`config.mk`:
```
export PLATFORM = sky130hd
export DESIGN_NAME = sustained_danger_alarm_qualifier_unit
export DESIGN_NICKNAME = d
export VERILOG_FILES = /design/src/rtl/sdaq_pkg.sv /design/src/rtl/sdaq_cfg_regs.sv /design/src/rtl/sdaq_core.sv /design/src/rtl/sustained_danger_alarm_qualifier_unit.sv
export SDC_FILE = /design/constraint.sdc
export NUM_CORES = 1
export LEC_CHECK = 0
export BUFFER_PORTS_ARGS = -buffer_cell sky130_fd_sc_hd__buf_2
export CORE_ASPECT_RATIO = 1.25
export CORE_MARGIN = 3
export CORE_UTILIZATION = 50
export DETAILED_ROUTE_END_ITERATION = 7
export MAX_ROUTING_LAYER = met4
export PLACE_DENSITY = 0.69
export SYNTH_ARGS = -nofsm -noshare
export SYNTH_HDL_FRONTEND = slang
export SYNTH_SLANG_ARGS = --single-unit
export TNS_END_PERCENT = 10
```
`constraint.sdc`:
```
create_clock -name clk_i -period 6.6 [get_ports clk_i]
set_input_delay 0.99 -clock clk_i [delete_from_list [all_inputs] [get_ports clk_i]]
set_output_delay 0.99 -clock clk_i [all_outputs]
set_load 0.05 [all_outputs]
```
`src/rtl/sdaq_pkg.sv`:
```
// sdaq_pkg: shared types and constants of the sustained danger alarm qualifier
// holds the reading, result and configuration structs, alarm kind and register codes
// no dependencies
package sdaq_pkg;

  localparam int unsigned InDataW   = 88;  // 83 payload bits padded to whole bytes
  localparam int unsigned InUserW   = 4;
  localparam int unsigned OutDataW  = 24;  // 17 payload bits padded to whole bytes
  localparam int unsigned OutUserW  = 4;
  localparam int unsigned CfgIdxW   = 3;
  localparam int unsigned CfgDataW  = 32;
  localparam int unsigned StreakW   = 8;
  localparam int unsigned ValueW    = 17;

  localparam logic [StreakW-1:0] StreakMax = '1;

  typedef enum logic [2:0] {
    KIND_NONE    = 3'd0,
    KIND_CO2     = 3'd1,
    KIND_NH3     = 3'd2,
    KIND_TEMP_HI = 3'd3,
    KIND_TEMP_LO = 3'd4,
    KIND_HUM_HI  = 3'd5,
    KIND_HUM_LO  = 3'd6
  } alarm_kind_e;

  typedef enum logic [CfgIdxW-1:0] {
    REG_CO2_LIMIT    = 3'd0,
    REG_NH3_LIMIT    = 3'd1,
    REG_TEMP_HIGH    = 3'd2,
    REG_TEMP_LOW     = 3'd3,
    REG_HUM_HIGH     = 3'd4,
    REG_HUM_LOW      = 3'd5,
    REG_CONFIRM      = 3'd6,
    REG_HOLDOFF      = 3'd7
  } cfg_reg_e;

  typedef struct packed {
    logic               co2_valid;
    logic [15:0]        co2_ppm;
    logic               ammonia_valid;
    logic [12:0]        ammonia_tenths;
    logic               temp_valid;
    logic signed [11:0] temp_tenths;
    logic               hum_valid;
    logic [9:0]         hum_tenths;
    logic [31:0]        now_ms;
  } sample_t;

  typedef struct packed {
    logic [15:0]        co2_limit;
    logic [12:0]        ammonia_limit;
    logic signed [11:0] temp_high_limit;
    logic signed [11:0] temp_low_limit;
    logic [9:0]         hum_high_limit;
    logic [9:0]         hum_low_limit;
    logic [7:0]         confirm_count;
    logic [31:0]        refire_holdoff_ms;
  } cfg_t;

  typedef struct packed {
    logic                     fire;
    alarm_kind_e              kind;
    logic signed [ValueW-1:0] value;
  } result_t;

  localparam cfg_t CfgReset = '{
    co2_limit:         16'd3000,
    ammonia_limit:     13'd250,
    temp_high_limit:   12'sd350,
    temp_low_limit:    12'sd50,
    hum_high_limit:    10'd850,
    hum_low_limit:     10'd300,
    confirm_count:     8'd3,
    refire_holdoff_ms: 32'd1800000
  };

endpackage

```
`src/rtl/sdaq_cfg_regs.sv`:
```
// sdaq_cfg_regs: configuration register file of the alarm qualifier
// decodes register index writes into the cfg_t struct; depends on sdaq_pkg
module sdaq_cfg_regs (
  input  logic                          clk_i,
  input  logic                          rst_ni,
  input  logic                          cfg_valid_i,
  output logic                          cfg_ready_o,
  input  logic [sdaq_pkg::CfgIdxW-1:0]  cfg_index_i,
  input  logic [sdaq_pkg::CfgDataW-1:0] cfg_data_i,
  output sdaq_pkg::cfg_t                cfg_o
);
  import sdaq_pkg::*;

  cfg_t cfg_q, cfg_d;

  assign cfg_ready_o = 1'b1;

  always_comb begin
    cfg_d = cfg_q;
    if (cfg_valid_i) begin
      unique case (cfg_reg_e'(cfg_index_i))
        REG_CO2_LIMIT: cfg_d.co2_limit         = cfg_data_i[15:0];
        REG_NH3_LIMIT: cfg_d.ammonia_limit     = cfg_data_i[12:0];
        REG_TEMP_HIGH: cfg_d.temp_high_limit   = $signed(cfg_data_i[11:0]);
        REG_TEMP_LOW:  cfg_d.temp_low_limit    = $signed(cfg_data_i[11:0]);
        REG_HUM_HIGH:  cfg_d.hum_high_limit    = cfg_data_i[9:0];
        REG_HUM_LOW:   cfg_d.hum_low_limit     = cfg_data_i[9:0];
        REG_CONFIRM:   cfg_d.confirm_count     = cfg_data_i[7:0];
        REG_HOLDOFF:   cfg_d.refire_holdoff_ms = cfg_data_i[31:0];
        default:       cfg_d = cfg_q;
      endcase
    end
  end

  always_ff @(posedge clk_i or negedge rst_ni) begin
    if (!rst_ni) begin
      cfg_q <= CfgReset;
    end else begin
      cfg_q <= cfg_d;
    end
  end

  assign cfg_o = cfg_q;

endmodule

```
`src/rtl/sdaq_core.sv`:
```
// sdaq_core: streak counters, last fire time and the single-pass alarm decision
// evaluates one registered reading per step; depends on sdaq_pkg
module sdaq_core (
  input  logic              clk_i,
  input  logic              rst_ni,
  input  logic              step_i,
  input  sdaq_pkg::sample_t sample_i,
  input  sdaq_pkg::cfg_t    cfg_i,
  output sdaq_pkg::result_t result_o
);
  import sdaq_pkg::*;

  logic [StreakW-1:0] co2_streak_q, co2_streak_d;
  logic [StreakW-1:0] nh3_streak_q, nh3_streak_d;
  logic [StreakW-1:0] temp_streak_q, temp_streak_d;
  logic [StreakW-1:0] hum_streak_q, hum_streak_d;
  logic [31:0]        last_fire_q, last_fire_d;

  logic co2_danger, nh3_danger, temp_danger, hum_danger;
  logic temp_hi, temp_lo, hum_hi, hum_lo;
  logic co2_conf, nh3_conf, temp_conf, hum_conf;
  logic [31:0] elapsed;
  logic holdoff_ok;
  alarm_kind_e cand_kind;
  logic signed [ValueW-1:0] cand_value;

  function automatic logic [StreakW-1:0] next_streak(logic [StreakW-1:0] cur, logic danger);
    logic [StreakW-1:0] nxt;
    if (!danger) begin
      nxt = '0;
    end else if (cur == StreakMax) begin
      nxt = cur;
    end else begin
      nxt = cur + 1'b1;
    end
    return nxt;
  endfunction

  assign temp_hi = sample_i.temp_tenths >= cfg_i.temp_high_limit;
  assign temp_lo = sample_i.temp_tenths <= cfg_i.temp_low_limit;
  assign hum_hi  = sample_i.hum_tenths >= cfg_i.hum_high_limit;
  assign hum_lo  = sample_i.hum_tenths <= cfg_i.hum_low_limit;

  assign co2_danger  = sample_i.co2_valid && (sample_i.co2_ppm >= cfg_i.co2_limit);
  assign nh3_danger  = sample_i.ammonia_valid && (sample_i.ammonia_tenths >= cfg_i.ammonia_limit);
  assign temp_danger = sample_i.temp_valid && (temp_hi || temp_lo);
  assign hum_danger  = sample_i.hum_valid && (hum_hi || hum_lo);

  assign co2_streak_d  = next_streak(co2_streak_q, co2_danger);
  assign nh3_streak_d  = next_streak(nh3_streak_q, nh3_danger);
  assign temp_streak_d = next_streak(temp_streak_q, temp_danger);
  assign hum_streak_d  = next_streak(hum_streak_q, hum_danger);

  assign co2_conf  = co2_danger && (co2_streak_d >= cfg_i.confirm_count);
  assign nh3_conf  = nh3_danger && (nh3_streak_d >= cfg_i.confirm_count);
  assign temp_conf = temp_danger && (temp_streak_d >= cfg_i.confirm_count);
  assign hum_conf  = hum_danger && (hum_streak_d >= cfg_i.confirm_count);

  // later channel wins
  always_comb begin
    cand_kind  = KIND_NONE;
    cand_value = '0;
    if (hum_conf) begin
      cand_kind  = hum_hi ? KIND_HUM_HI : KIND_HUM_LO;
      cand_value = {7'b0, sample_i.hum_tenths};
    end else if (temp_conf) begin
      cand_kind  = temp_hi ? KIND_TEMP_HI : KIND_TEMP_LO;
      cand_value = {{5{sample_i.temp_tenths[11]}}, sample_i.temp_tenths};
    end else if (nh3_conf) begin
      cand_kind  = KIND_NH3;
      cand_value = {4'b0, sample_i.ammonia_tenths};
    end else if (co2_conf) begin
      cand_kind  = KIND_CO2;
      cand_value = {1'b0, sample_i.co2_ppm};
    end
  end

  // wrapped time since last fire
  assign elapsed    = sample_i.now_ms - last_fire_q;
  assign holdoff_ok = elapsed >= cfg_i.refire_holdoff_ms;

  always_comb begin
    result_o.fire  = 1'b0;
    result_o.kind  = KIND_NONE;
    result_o.value = '0;
    if ((cand_kind != KIND_NONE) && holdoff_ok) begin
      result_o.fire  = 1'b1;
      result_o.kind  = cand_kind;
      result_o.value = cand_value;
    end
  end

  assign last_fire_d = result_o.fire ? sample_i.now_ms : last_fire_q;

  always_ff @(posedge clk_i or negedge rst_ni) begin
    if (!rst_ni) begin
      co2_streak_q  <= '0;
      nh3_streak_q  <= '0;
      temp_streak_q <= '0;
      hum_streak_q  <= '0;
      last_fire_q   <= '0;
    end else if (step_i) begin
      co2_streak_q  <= co2_streak_d;
      nh3_streak_q  <= nh3_streak_d;
      temp_streak_q <= temp_streak_d;
      hum_streak_q  <= hum_streak_d;
      last_fire_q   <= last_fire_d;
    end
  end

`ifndef ASSERT_OFF
  a_fire_stamps_time: assert property (@(posedge clk_i) disable iff (!rst_ni)
    step_i && result_o.fire |=> last_fire_q == $past(sample_i.now_ms))
    else $error("last fire time not taken from fired reading");

  a_no_fire_keeps_time: assert property (@(posedge clk_i) disable iff (!rst_ni)
    step_i && !result_o.fire |=> $stable(last_fire_q))
    else $error("last fire time moved without a fire");

  a_streak_clears: assert property (@(posedge clk_i) disable iff (!rst_ni)
    step_i && !hum_danger |=> hum_streak_q == '0)
    else $error("humidity streak not cleared on a safe reading");

  a_streak_saturates: assert property (@(posedge clk_i) disable iff (!rst_ni)
    step_i && co2_danger && co2_streak_q == StreakMax |=> co2_streak_q == StreakMax)
    else $error("co2 streak wrapped past saturation");

  a_fire_needs_holdoff: assert property (@(posedge clk_i) disable iff (!rst_ni)
    result_o.fire |-> (sample_i.now_ms - last_fire_q) >= cfg_i.refire_holdoff_ms)
    else $error("alarm fired inside the holdoff window");
`endif

endmodule

```
`src/rtl/sustained_danger_alarm_qualifier_unit.sv`:
```
// sustained_danger_alarm_qualifier_unit: top level, input and result registers
// instantiates sdaq_cfg_regs and sdaq_core; depends on sdaq_pkg
//
//   channel   dir  handshake               payload
//   s_axis    in   tvalid/tready           tdata: readings, tuser: presence flags
//   m_axis    out  tvalid/tready           tdata: alarm value, tuser: fire, kind
//   cfg       in   cfg_valid/cfg_ready     cfg_index, cfg_data (always ready)
//
// a reading passes through the input register, then the single-pass decision into the
// result register; one reading per cycle is sustained while m_axis_tready is high.
// streak and last-fire state update in the cycle a reading moves into the result register.
// reset clears streaks, last fire time and both valid flags; registers take defaults.
// a stalled result holds the input register, and input ready then follows m_axis_tready.
module sustained_danger_alarm_qualifier_unit (
  input  logic                          clk_i,
  input  logic                          rst_ni,
  input  logic                          s_axis_tvalid_i,
  output logic                          s_axis_tready_o,
  // co2_ppm[15:0], ammonia_tenths[28:16], temp_tenths[40:29], hum_tenths[50:41],
  // now_ms[82:51], zero fill above
  input  logic [sdaq_pkg::InDataW-1:0]  s_axis_tdata_i,
  // co2_valid[0], ammonia_valid[1], temp_valid[2], hum_valid[3]
  input  logic [sdaq_pkg::InUserW-1:0]  s_axis_tuser_i,
  output logic                          m_axis_tvalid_o,
  input  logic                          m_axis_tready_i,
  // alarm_value[16:0], zero fill above
  output logic [sdaq_pkg::OutDataW-1:0] m_axis_tdata_o,
  // alarm_fire[0], alarm_kind[3:1]
  output logic [sdaq_pkg::OutUserW-1:0] m_axis_tuser_o,
  input  logic                          cfg_valid_i,
  output logic                          cfg_ready_o,
  input  logic [sdaq_pkg::CfgIdxW-1:0]  cfg_index_i,
  input  logic [sdaq_pkg::CfgDataW-1:0] cfg_data_i
);
  import sdaq_pkg::*;

  cfg_t    cfg;
  sample_t in_sample;
  sample_t s1_sample_q;
  logic    s1_valid_q, s1_valid_d;
  result_t core_res;
  result_t out_res_q;
  logic    out_valid_q, out_valid_d;
  logic    in_accept, advance, step;

  sdaq_cfg_regs u_cfg (
    .clk_i       (clk_i),
    .rst_ni      (rst_ni),
    .cfg_valid_i (cfg_valid_i),
    .cfg_ready_o (cfg_ready_o),
    .cfg_index_i (cfg_index_i),
    .cfg_data_i  (cfg_data_i),
    .cfg_o       (cfg)
  );

  always_comb begin
    in_sample.co2_valid      = s_axis_tuser_i[0];
    in_sample.co2_ppm        = s_axis_tdata_i[15:0];
    in_sample.ammonia_valid  = s_axis_tuser_i[1];
    in_sample.ammonia_tenths = s_axis_tdata_i[28:16];
    in_sample.temp_valid     = s_axis_tuser_i[2];
    in_sample.temp_tenths    = $signed(s_axis_tdata_i[40:29]);
    in_sample.hum_valid      = s_axis_tuser_i[3];
    in_sample.hum_tenths     = s_axis_tdata_i[50:41];
    in_sample.now_ms         = s_axis_tdata_i[82:51];
  end

  // result register free or draining this cycle
  assign advance         = !out_valid_q || m_axis_tready_i;
  assign step            = s1_valid_q && advance;
  assign s_axis_tready_o = !s1_valid_q || advance;
  assign in_accept       = s_axis_tvalid_i && s_axis_tready_o;

  always_comb begin
    s1_valid_d = s1_valid_q;
    if (in_accept) begin
      s1_valid_d = 1'b1;
    end else if (step) begin
      s1_valid_d = 1'b0;
    end
  end

  always_comb begin
    out_valid_d = out_valid_q;
    if (step) begin
      out_valid_d = 1'b1;
    end else if (m_axis_tready_i) begin
      out_valid_d = 1'b0;
    end
  end

  sdaq_core u_core (
    .clk_i    (clk_i),
    .rst_ni   (rst_ni),
    .step_i   (step),
    .sample_i (s1_sample_q),
    .cfg_i    (cfg),
    .result_o (core_res)
  );

  always_ff @(posedge clk_i or negedge rst_ni) begin
    if (!rst_ni) begin
      s1_valid_q  <= 1'b0;
      out_valid_q <= 1'b0;
    end else begin
      s1_valid_q  <= s1_valid_d;
      out_valid_q <= out_valid_d;
    end
  end

  always_ff @(posedge clk_i) begin
    if (in_accept) begin
      s1_sample_q <= in_sample;
    end
    if (step) begin
      out_res_q <= core_res;
    end
  end

  assign m_axis_tvalid_o = out_valid_q;
  assign m_axis_tdata_o  = {{(OutDataW-ValueW){1'b0}}, out_res_q.value};
  assign m_axis_tuser_o  = {out_res_q.kind, out_res_q.fire};

endmodule
```
==> out/qor.yml <==
tns_ns: 0
maxCapViolCount: 0
overflow: 0
hold_slack_ns: 0.478
seqPwrFrac_pct: 36.3
syn_to_final_growth_pct: 13.0
clock_sinks: 287
clockPowerShare_pct: 25.8
drt_iter0_drc: 748
crit_required_ns: 7.06
clk_latency_ns: 0.58
fmax_mhz: 178
dp_hpwl_um: 28400
initial_core_util_pct: 51.2
htree_levels: 1
relSlewSlack_pct: 11.5
io_pins: 163
comb_power_share_pct: 37.9
switching_share_pct: 34.8
drcViolationCount: 0
antenna_found_initial: 0
antenna_cells: 0
die-width_um: 168
start_kind: "register"
ys.flop_type: "dfrtp_1"
worst_pin_slew_ns: 1.32
dr.pass1.iters: 5
avgSynthCellArea_um2: 10.8
crit_chain: "inv_1 -> ha_1 -> a21oi_1 -> o221ai_1 -> a211oi_1 -> mux2_4 -> a211o_4 -> nand2_1 -> nor2_1 -> ha_1 -> a21o_1 -> a21oi_1 -> o21ai_0 -> o41a_1 -> a21oi_4 -> a311oi_4 -> buf_4 -> mux2_2"
totalWireLength_um: 39400
p_leak_uw: 0.00840
clk_pin_slew_ns: 0.06
ys_seq_area_share_pct: 47.2
nNetsFinal: 1978
p_int_uw: 4270
grt_usage_pct: 22.7
yosysTopAreaCell: "dfrtp_1"
cpPeakStageDelay_ns: 0.58
gp_congestion: 0.900
wl_per_cell_um: 18.7
cts_inserted_buffers: 30
cts_tree: "built"
status: "finished, final reports clean"
worst-setup-path-type: "register to register"
final.min_clock_period_ns: 5.63
post-route-period-util_pct: 85.2
core_mm2: 0.0322
maxSlewViolCount: 0
async_reset_ff_share_pct: 62.4
synth_warnings: 0
dieArea_mm2: 0.0352
mostFrequentLayoutCell: "ha_1"
holdCritPathClass: "primary input to asynchronous set/reset pin"
cts_resized: 0
die_h_um: 209
netlist_area_mm2: 0.0165
timing.rr.start: "u_cfg.cfg_o[74]$_DFFE_PN1P_"
holdBufCountCts: 0
powerDensity_mw_per_mm2: 352
critical_path.startpoint: "u_cfg.cfg_o[74]$_DFFE_PN1P_"
grt_first_pass_wirelength_um: 62600
drive_above_1_share_pct: 23.0
peakVddDrop_mv: 0.290
final_cell_mix: "172 x ha_1, 161 x inv_1, 148 x buf_2"
endpoint_kind: "register"
cts_root_buffer: "clkbuf_16"
synth_seq_cells: 287
io_buffers: 149
power_switching_uw: 2280
setup_viol: 0
clock_path_buffers: 3
vias: 12000
hold_viol: 0
synth_area_leaders: "dfrtp_1 21%, edfxtp_1 20%, ha_1 13%, dfstp_2 7.0%, mux2_2 5.7%"
postSynthCellCount: 1522
slowest_stage: "o41a_1"
post_cts_buffers: 0
rows: 73
nFillCells: 2732
synth_cell_types: 74
grt_pass1_vias: 12100
synth_top_area_share_pct: 20.5
vias_per_cell: 5.68
rsz0062_at_grt: "false"
worstPathArrival_ns: 6.08
crit_fanout: 32
ant_nets: 0
skew_ns: 0.0169
synth_edf_count: 108
grt_max_degree: 94
==> power by group through the flow <==
stage          Clock (uW)  Combinational [uW]  Sequential (uW)
2_1_floorplan           0                1880             2380
3_3_place_gp            0                2370             2390
3_5_place_dp            0                2470             2400
4_1_cts              1730                2490             2380
5_1_grt              1800                2810             2410
6_report             1690                2480             2370
==> area by class of cell <==
| type | count | area, um2 | share of cell area (%) |
|---|---|---|---|
| Clock buffer | 37 | 817 | 4.39 |
| Clock inverter | 19 | 169 | 0.908 |
| Inverter | 161 | 604 | 3.25 |
| Multi-Input combinational cell | 1031 | 7880 | 42.3 |
| Sequential cell | 287 | 7780 | 41.8 |
| Tap cell | 412 | 515 | 2.77 |
| Timing Repair Buffer | 162 | 850 | 4.57 |
==> layer usage <==
layer / global-route usage (%) / up-vias / share of wire [%]
met5: - / - / 0
met4: 7.48 / 0 / 3.3
met3: 3.03 / 88 / 5.2
met2: 37.5 / 324 / 48
met1: 29.2 / 5812 / 44
li1: - / 5756 / -
==> cell families (layout without fill, tap and decap cells) <==
| family | count (synthesis) | in the layout | synth area share, % |
|---|---|---|---|
| compound gates | 317 | 317 | 12.5 |
| xor+xnor | 36 | 36 | 1.91 |
| fa+ha+maj | 173 | 173 | 13.2 |
| buf+inv | 210 | 379 | 5.17 |
| flops | 287 | 287 | 47.2 |
| mux | 120 | 120 | 8.87 |
| other cells | 2 | 8 | 0.0456 |
| simple gates | 377 | 377 | 11.1 |
==> worst max-delay path, delay by kind of cell, from the launching register on <==
kind,cells,cell delay [ns]
adder cells (fa/ha/maj),2,0.57
flip-flops,1,0.51
AND/OR/NAND/NOR,2,0.45
multiplexers,2,0.77
AO/OA/AOI/OAI,10,2.56
buffers and inverters,2,0.57
==> Yosys cell counts, drive strengths merged (7+ instances only) <==
library cell,instances
nor2b,9
dfrtp,135
mux2,115
dfstp,44
edfxtp,108
nand4,22
nor2,78
a211oi,15
nand3,58
nand2b,21
ha,172
xnor2,21
o31ai,16
a21oi,80
a2111oi,7
clkbuf,30
nor3,15
a21o,27
xor2,15
buf,19
o21a,8
inv,161
a31oi,12
and2,9
a311oi,10
o21ai,96
nand2,115
and3,20
==> registers in the layout (all words and copies together) (netlist names) <==
| signal | cells |
|---|---|
| s1_valid_q | 1 |
| u_core.temp_streak_q | 8 |
| u_core.last_fire_q | 32 |
| u_core.co2_streak_q | 8 |
| s1_sample_q | 87 |
| u_core.nh3_streak_q | 8 |
| m_axis_tuser_o | 4 |
| u_core.hum_streak_q | 8 |
| m_axis_tvalid_o | 1 |
| u_cfg.cfg_o | 113 |
| m_axis_tdata_o | 17 |
==> final timing paths <==
check	depth (start not counted)	slack, ns	end
max	18	0.97	u_core.last_fire_q[0]$_DFFE_PN0P_
min	1	0.48	u_core.last_fire_q[8]$_DFFE_PN0P_
max reg2reg	18	0.97	u_core.last_fire_q[0]$_DFFE_PN0P_
min reg2reg	1	0.49	m_axis_tvalid_o$_DFFE_PN0P_
max in group asynchronous	2	4.73	u_core.last_fire_q[27]$_DFFE_PN0P_
min in group clk_i	1	0.49	m_axis_tvalid_o$_DFFE_PN0P_
==> through the flow <==
step / instance area [um2] / setup WS, ns / utilization [%] / total power [uW] / cells
after floorplan: 16500 / 1.84 / - / 4250 / 1528
after global placement: 17600 / 1.06 / 54.8 / 4770 / 2053
after detailed placement: 17600 / 1.02 / 54.8 / 4870 / 2053
after CTS: 18600 / 0.968 / 57.9 / 6600 / 2109
after global routing: 18600 / 0.653 / 57.9 / 7030 / 2109
final: 18600 / 0.974 / 57.9 / 6550 / 2109
Power figures use the tool's default switching activity.
